File: src/blfc_pkg.sv
// Shared types, constants and CRC helpers for the binary log frame checker.
`timescale 1ns / 1ps

package blfc_pkg;

    localparam logic [7:0]  SYNC0          = 8'hAA;
    localparam logic [7:0]  SYNC1          = 8'h44;
    localparam logic [7:0]  SYNC2          = 8'h12;
    localparam logic [16:0] HEADER_BYTES   = 17'd28;
    localparam logic [17:0] HEADER_CRC     = 18'd32;
    localparam logic [16:0] COUNT_MAX      = 17'h1FFFF;
    localparam logic [31:0] CRC_POLY_RESET = 32'hEDB88320;

    localparam logic [15:0] ID_RANGE    = 16'd43;
    localparam logic [15:0] ID_GPS_EPH  = 16'd7;
    localparam logic [15:0] ID_BDS_EPH  = 16'd1696;
    localparam logic [15:0] ID_POSITION = 16'd42;

    localparam logic CFG_IDX_CRC_POLY = 1'b0;

    typedef enum logic [1:0] {
        ST_OK,
        ST_SHORT_HEADER,
        ST_SHORT_BODY,
        ST_CRC_BAD
    } t_status;

    typedef enum logic [2:0] {
        KIND_RANGE,
        KIND_GPS_EPH,
        KIND_BDS_EPH,
        KIND_POSITION,
        KIND_OTHER
    } t_kind;

    typedef struct packed {
        t_status     status;
        logic [15:0] message_id;
        logic [15:0] payload_length;
        t_kind       kind;
    } t_frame_result;

    function automatic logic [31:0] crc_shift(input logic [31:0] c_in,
                                              input logic [31:0] poly,
                                              input int unsigned n);
        logic [31:0] c;
        c = c_in;
        for (int k = 0; k < 8; k++) begin
            if (k < n) begin
                c = c[0] ? ((c >> 1) ^ poly) : (c >> 1);
            end
        end
        return c;
    endfunction

    function automatic logic [31:0] crc_byte(input logic [31:0] c_in,
                                             input logic [7:0]  b,
                                             input logic [31:0] poly);
        return crc_shift(c_in ^ {24'd0, b}, poly, 8);
    endfunction

    localparam logic [31:0] SYNC_CRC_RESET =
        crc_byte(crc_byte(crc_byte(32'd0, SYNC0, CRC_POLY_RESET),
                          SYNC1, CRC_POLY_RESET), SYNC2, CRC_POLY_RESET);

    function automatic t_kind kind_of(input logic [15:0] id);
        t_kind k;
        case (id)
            ID_RANGE:    k = KIND_RANGE;
            ID_GPS_EPH:  k = KIND_GPS_EPH;
            ID_BDS_EPH:  k = KIND_BDS_EPH;
            ID_POSITION: k = KIND_POSITION;
            default:     k = KIND_OTHER;
        endcase
        return k;
    endfunction

endpackage

File: src/blfc_seg.sv
// Segment tracker: sync search, header capture, CRC and frame check.
`timescale 1ns / 1ps

module blfc_seg (
    input  logic                   i_clk,
    input  logic                   i_rst_n,
    input  logic                   i_step,
    input  logic [7:0]             i_byte,
    input  logic [31:0]            i_poly,
    input  logic [31:0]            i_sync_crc,
    output logic                   o_emit,
    output blfc_pkg::t_frame_result o_result
);
    import blfc_pkg::*;

    logic [15:0] r_hist, n_hist;
    logic        r_in_seg, n_in_seg;
    logic [16:0] r_count, n_count;
    logic [31:0] r_crc, n_crc;
    logic [15:0] r_len, n_len;
    logic [15:0] r_id, n_id;
    logic [31:0] r_rx_crc, n_rx_crc;

    logic        sync;
    logic [16:0] body;
    logic [16:0] off;
    logic [16:0] seg_len;
    t_status     status;

    always_comb begin
        sync    = (r_hist == {SYNC0, SYNC1}) && (i_byte == SYNC2);
        body    = {1'b0, r_len} + HEADER_BYTES;
        off     = r_count - body;
        seg_len = (r_count == COUNT_MAX) ? COUNT_MAX : (r_count - 17'd2);

        if (seg_len < HEADER_BYTES) begin
            status = ST_SHORT_HEADER;
        end else if ({1'b0, seg_len} < ({2'b00, r_len} + HEADER_CRC)) begin
            status = ST_SHORT_BODY;
        end else if (r_crc != r_rx_crc) begin
            status = ST_CRC_BAD;
        end else begin
            status = ST_OK;
        end

        o_emit                  = sync && r_in_seg;
        o_result.status         = status;
        o_result.message_id     = r_id;
        o_result.payload_length = r_len;
        o_result.kind           = kind_of(r_id);

        n_hist   = {r_hist[7:0], i_byte};
        n_in_seg = r_in_seg;
        n_count  = r_count;
        n_crc    = r_crc;
        n_len    = r_len;
        n_id     = r_id;
        n_rx_crc = r_rx_crc;

        if (sync) begin
            // restart: the three sync bytes are already folded in
            n_in_seg = 1'b1;
            n_count  = 17'd3;
            n_crc    = i_sync_crc;
            n_len    = '0;
            n_id     = '0;
            n_rx_crc = '0;
        end else if (r_in_seg) begin
            if (r_count == 17'd4) n_id[7:0]   = i_byte;
            if (r_count == 17'd5) n_id[15:8]  = i_byte;
            if (r_count == 17'd8) n_len[7:0]  = i_byte;
            if (r_count == 17'd9) n_len[15:8] = i_byte;
            if (r_count < body) begin
                n_crc = crc_byte(r_crc, i_byte, i_poly);
            end else if (off < 17'd4) begin
                case (off[1:0])
                    2'd0:    n_rx_crc[7:0]   = r_rx_crc[7:0]   | i_byte;
                    2'd1:    n_rx_crc[15:8]  = r_rx_crc[15:8]  | i_byte;
                    2'd2:    n_rx_crc[23:16] = r_rx_crc[23:16] | i_byte;
                    default: n_rx_crc[31:24] = r_rx_crc[31:24] | i_byte;
                endcase
            end
            if (r_count != COUNT_MAX) n_count = r_count + 17'd1;
        end
    end

    always_ff @(posedge i_clk) begin
        if (!i_rst_n) begin
            r_hist   <= '0;
            r_in_seg <= 1'b0;
            r_count  <= '0;
            r_crc    <= '0;
            r_len    <= '0;
            r_id     <= '0;
            r_rx_crc <= '0;
        end else if (i_step) begin
            r_hist   <= n_hist;
            r_in_seg <= n_in_seg;
            r_count  <= n_count;
            r_crc    <= n_crc;
            r_len    <= n_len;
            r_id     <= n_id;
            r_rx_crc <= n_rx_crc;
        end
    end

endmodule

File: src/binary_log_frame_checker_unit.sv
// Top level of the binary log frame checker with its register port.
`timescale 1ns / 1ps

// Takes one byte of a receiver log stream per request and reports one result per
// segment delimited by the sync AA 44 12: status, message id, payload length and
// message kind, issued when the sync that closes the segment completes. A byte is
// accepted every cycle unless the input is held; it waits in the input register, is
// folded into the segment state by an unrolled 8-bit CRC update and, on a closing
// sync, lands from there in the result register. Only a result waiting on a full
// result register holds the input; other bytes keep flowing. The CRC of the sync
// bytes is prepared during the setup and access cycles of a polynomial write.
module binary_log_frame_checker_unit (
    input  logic        i_clk,
    input  logic        i_rst_n,
    input  logic        i_valid,
    output logic        o_ready,
    input  logic [7:0]  i_data_byte,
    output logic        o_valid,
    input  logic        i_ready,
    output logic [1:0]  o_frame_status,
    output logic [15:0] o_message_id,
    output logic [15:0] o_payload_length,
    output logic [2:0]  o_message_kind,
    input  logic        psel,
    input  logic        penable,
    input  logic        pwrite,
    input  logic [2:0]  paddr,
    input  logic [31:0] pwdata,
    output logic [31:0] prdata,
    output logic        pready
);
    import blfc_pkg::*;

    logic [31:0]   r_poly;
    logic [31:0]   r_crc_half;
    logic [31:0]   r_sync_crc;
    logic          r_in_valid;
    logic [7:0]    r_in_byte;
    logic          r_out_valid;
    t_frame_result r_out;

    logic          cfg_sel;
    logic          fire;
    logic          emit;
    t_frame_result result;

    assign pready  = 1'b1;
    assign cfg_sel = psel && pwrite && (paddr[2] == CFG_IDX_CRC_POLY);
    assign prdata  = (paddr[2] == CFG_IDX_CRC_POLY) ? r_poly : 32'd0;

    // fold in the first byte and a half of the sync during setup
    always_ff @(posedge i_clk) begin
        if (cfg_sel && !penable) begin
            r_crc_half <= crc_shift(crc_byte(32'd0, SYNC0, pwdata) ^ {24'd0, SYNC1},
                                    pwdata, 4);
        end
    end

    always_ff @(posedge i_clk) begin
        if (!i_rst_n) begin
            r_poly     <= CRC_POLY_RESET;
            r_sync_crc <= SYNC_CRC_RESET;
        end else if (cfg_sel && penable && pready) begin
            r_poly     <= pwdata;
            r_sync_crc <= crc_byte(crc_shift(r_crc_half, pwdata, 4), SYNC2, pwdata);
        end
    end

    assign fire    = r_in_valid && (!emit || !r_out_valid || i_ready);
    assign o_ready = !r_in_valid || fire;

    always_ff @(posedge i_clk) begin
        if (!i_rst_n) begin
            r_in_valid <= 1'b0;
        end else if (o_ready) begin
            r_in_valid <= i_valid;
        end
    end

    always_ff @(posedge i_clk) begin
        if (i_valid && o_ready) begin
            r_in_byte <= i_data_byte;
        end
    end

    blfc_seg u_seg (
        .i_clk      (i_clk),
        .i_rst_n    (i_rst_n),
        .i_step     (fire),
        .i_byte     (r_in_byte),
        .i_poly     (r_poly),
        .i_sync_crc (r_sync_crc),
        .o_emit     (emit),
        .o_result   (result)
    );

    always_ff @(posedge i_clk) begin
        if (!i_rst_n) begin
            r_out_valid <= 1'b0;
        end else if (fire && emit) begin
            r_out_valid <= 1'b1;
        end else if (i_ready) begin
            r_out_valid <= 1'b0;
        end
    end

    always_ff @(posedge i_clk) begin
        if (fire && emit) begin
            r_out <= result;
        end
    end

    assign o_valid          = r_out_valid;
    assign o_frame_status   = r_out.status;
    assign o_message_id     = r_out.message_id;
    assign o_payload_length = r_out.payload_length;
    assign o_message_kind   = r_out.kind;

    a_no_result_overwrite: assert property (@(posedge i_clk) disable iff (!i_rst_n)
        !(fire && emit && r_out_valid && !i_ready))
        else $error("result register overwritten while full");

    a_input_held: assert property (@(posedge i_clk) disable iff (!i_rst_n)
        r_in_valid && !fire |=> r_in_valid && $stable(r_in_byte))
        else $error("pending byte lost from input register");

    a_kind_range: assert property (@(posedge i_clk) disable iff (!i_rst_n)
        o_valid |-> ((o_message_kind == KIND_RANGE) == (o_message_id == ID_RANGE)))
        else $error("message kind does not match message id");

    a_kind_other: assert property (@(posedge i_clk) disable iff (!i_rst_n)
        o_valid && (o_message_kind == KIND_OTHER) |->
            (o_message_id != ID_RANGE) && (o_message_id != ID_GPS_EPH) &&
            (o_message_id != ID_BDS_EPH) && (o_message_id != ID_POSITION))
        else $error("known message id reported as other");

endmodule
File: config.mk
export PLATFORM = sky130hd
export DESIGN_NAME = binary_log_frame_checker_unit
export DESIGN_NICKNAME = d
export VERILOG_FILES = /design/src/blfc_pkg.sv /design/src/blfc_seg.sv /design/src/binary_log_frame_checker_unit.sv
export SDC_FILE = /design/constraint.sdc
export NUM_CORES = 2
export LEC_CHECK = 0
export CORE_MARGIN = 8
export CORE_UTILIZATION = 45
export DETAILED_ROUTE_END_ITERATION = 7
export DONT_BUFFER_PORTS = 1
export GPL_TIMING_DRIVEN = 0
export PLACE_DENSITY = 0.71
export SLEW_MARGIN = 20
export SYNTH_ARGS = -nofsm -noshare
export SYNTH_HDL_FRONTEND = slang
export SYNTH_SLANG_ARGS = --single-unit
File: constraint.sdc
create_clock -name i_clk -period 9.1 [get_ports i_clk]
set_input_delay 2.275 -clock i_clk [delete_from_list [all_inputs] [get_ports i_clk]]
set_output_delay 2.275 -clock i_clk [all_outputs]
set_load 0.1 [all_outputs]
==> impl_metrics.yaml <==
sta:
  tightest_slew_ns: 1.19
  hold_viol_final: 0
  slew_violations: 0
  rsz0062_at_grt: "false"
  slew_headroom_pct: 20.6
  skew_ns: 0.0166
  clock.fmax_ghz: 0.137
  finalSetupTns_ns: 0
  period_share_pct: 80.3
  setup_violations: 0
  hold_slack_ns: 0.440
  finalCriticalPeriod_ns: 7.31
worst_setup_path:
  endpoint_kind: "register"
  required_ns: 9.58
  cp.arrival_ns: 7.78
  cpMaxStageDelayCell: "a2111o_1"
  r2r_end: "u_seg.r_crc[23]"
  crit_family: "compound AO/OA/AOI/OAI gates"
  regToRegStartpoint: "r_in_byte[0]"
  crit_top_cell: "buf_2"
  critical_path_class: "input port to register"
  ff2ff_setup_slack_ns: 2.65
  crit_path_max_incr_delay_ns: 0.44
  r2r_cells: 18
  critical_path_buf_inv_count: 5
  path_cells: "buf_2, nand2b_4, o221a_2, xnor2_4, buf_2, o2111ai_1, a31oi_1, o21ai_0, a2111o_1, nand2_1, xor2_1, and3_1, or2_1, buf_2, nand2_1, nand3_2, buf_2, buf_1, a311oi_1, mux2i_1, nand3_1"
  critPathLaunchType: "input port"
  cp_max_fo: 10
die:
  die_area_um2: 68300
  io_pins: 122
  die_w_um: 261
  core-area_um2: 59900
  initial_core_util_pct: 45.2
  die_h_um: 261
  rows: 90
layout:
  nets: 3741
  fin_cells: 4457
  layout_common_cells: "1,047 x nand2_1, 753 x xnor2_1, 233 x clkbuf_1, 196 x dfxtp_1, 138 x xor2_1"
  syn_to_final_growth_pct: 8.26
  drive_gt1_share_pct: 5.50
  final_common_cell: "nand2_1"
logic_synthesis:
  synth_mux_area_share_pct: 0.998
  synth_seq_area_share_pct: 23.0
  avgSynthCellArea_um2: 7.49
  syn_area_um2: 27100
  synth_seq_cells: 273
  yosysUniqueCellTypes: 95
  postSynthCellCount: 3612
  ys_warn_count: 0
  synth-edff-count: 77
  synth_fa_ha_area_share_pct: 1.97
  synth_top_family_by_area: "XOR/XNOR gates"
  synth_compound_area_share_pct: 13.4
  syn_nets: 3704
  synthFlopType: "dfxtp_1"
  synthXorXnorAreaFrac_pct: 31.8
  async_reset_ff_share_pct: 0
  synthSimpleGateAreaFrac_pct: 23.5
flow_run:
  max_cap_violations: 0
worst_hold_path:
  hp-class: "register to register"
  hp-start: "u_seg.r_len[11]"
  hold_depth: 0
  min_to: "o_payload_length[11]"
route:
  drt.antenna.violating_nets: 0
  vias: 24600
  met2_length_um: 35300
  drt_iter0_drc: 2396
  drc: 0
  routedLengthMet1_um: 37700
  route.met3.wl_um: 7970
  drt_wl_total_um: 82800
  highest-signal-layer: "met4"
  wire_per_inst_um: 18.6
  vias_per_cell: 5.53
  firstDrtPassIters: 5
global_routing:
  grtUsageTotal_pct: 23.2
  antenna_found_initial: 1
  first_global_vias: 22400
  grt-ovfl-total: 0
  grt_max_degree: 35
  grt_pass1_wl_um: 127000
power:
  power_density_nw_per_um2: 400
  peakVddDrop_mv: 0.478
  power.leakage_nw: 11.0
  power_w: 0.0117
clock_network:
  cts_hold_buf: 0
  ctsResizeCount: 0
  cts_made_buffers: 30
  cts_tree: "done"
  clk_path_buf_depth: 3
  cts.sinks: 273
  cts-root-buf: "clkbuf_16"
  htreeDepth: 1
  clk_pin_slew_ns: 0.07
  cts_setup_buffers: 0
  worst_skew_pair.late_latency_ns: 0.60
placement:
  place_congestion: 0.934
  placedCellCount: 4399
  port_buffers: 0
  place_hpwl_um: 65100
run_status:
  status: "complete, no violations"
==> state kept, by name, summed over array words and instances, names as in the netlist, 2 cells and up <==
register          flops
r_sync_crc           32
r_in_byte             8
u_seg.r_id           16
o_message_id         16
u_seg.r_crc          32
r_poly               32
u_seg.r_rx_crc       32
o_frame_status        2
r_crc_half           32
o_payload_length     16
u_seg.r_len          16
o_message_kind        3
u_seg.r_hist         16
u_seg.r_count        17
==> how the worst max path moves through the flow <==
| stage | from | end | slack [ns] | depth (start not counted) |
|---|---|---|---|---|
| after floorplan | pwdata[1] | r_sync_crc[11] | 2.40 | 19 |
| after global placement | pwdata[0] | r_crc_half[1] | 1.52 | 17 |
| after detailed placement | pwdata[1] | r_sync_crc[14] | 1.45 | 21 |
| after CTS | pwdata[1] | r_sync_crc[14] | 2.03 | 21 |
| after global routing | pwdata[1] | r_sync_crc[14] | 1.47 | 21 |
| final | pwdata[1] | r_sync_crc[14] | 1.79 | 21 |
==> through the flow <==
| stage | cell area [µm²] | util, % | setup slack, ns |
|---|---|---|---|
| floorplan | 27100 | - | 2.40 |
| global placement | 28000 | 46.8 | 1.52 |
| detailed placement | 28200 | 47.1 | 1.45 |
| CTS | 29300 | 48.9 | 2.03 |
| global route | 29300 | 48.9 | 1.47 |
| finish | 29300 | 48.9 | 1.79 |
==> Yosys cell counts, drive strengths merged, types with 11 or more instances <==
library cell     n  area share (%)
ha              41             1.9
o211a           32             1.2
a311oi          25            0.90
o211ai          31             1.1
a21boi          17            0.55
nand2b          19            0.47
a211oi          16            0.50
nor3            26            0.48
nand2         1047              15
o21ai          102             1.9
clkbuf         230             3.2
or4             11            0.35
xnor2          765              25
xnor3           24             2.0
edfxtp          77             8.5
nor2b           39            0.90
nand3           96             1.8
buf             77             1.4
inv             44            0.61
o2111ai         12            0.39
a2111oi         20            0.65
a21oi          148             3.0
nor4            19            0.49
and2            15            0.36
mux2i           27             1.0
a21o            26            0.72
or2             11            0.25
nand4           42            0.97
xor2           139             4.5
dfxtp          196              14
and3            31            0.73
nor2            91             1.3
==> cell families after synthesis <==
logic type | count (synthesis)
AND/OR/NAND/NOR | 1480
XOR/XNOR | 930
AO/OA/AOI/OAI | 508
multiplexers | 27
flip-flops | 273
buffers and inverters | 351
adder cells (fa/ha/maj) | 42
other | 1
==> routing by layer <==
| metal | vias to the layer above | track usage (%) |
|---|---|---|
| met1 | 11700 | 32.7 |
| met4 | 0 | 5.45 |
| li1 | 12000 | - |
| met3 | 129 | 5.29 |
| met2 | 867 | 35.5 |
| met5 | - | 0 |
==> cell type report <==
class	count	area [µm²]
Timing Repair Buffer	5	57.6
Buffer	307	1240
Sequential cell	273	6240
Inverter	44	165
Clock inverter	22	279
Clock buffer	34	766
Tap cell	782	978
Fill cell	5914	30600
Multi-Input combinational cell	2988	19600
Antenna cell	2	5.00
==> power breakdown <==
part	total [W]	switching (W)	internal, W
combinational	0.00900	0.00501	0.00400
clock	0.00131	0.000553	0.000752
sequential	0.00142	0.0000393	0.00138
Power figures use the tool's default switching activity.
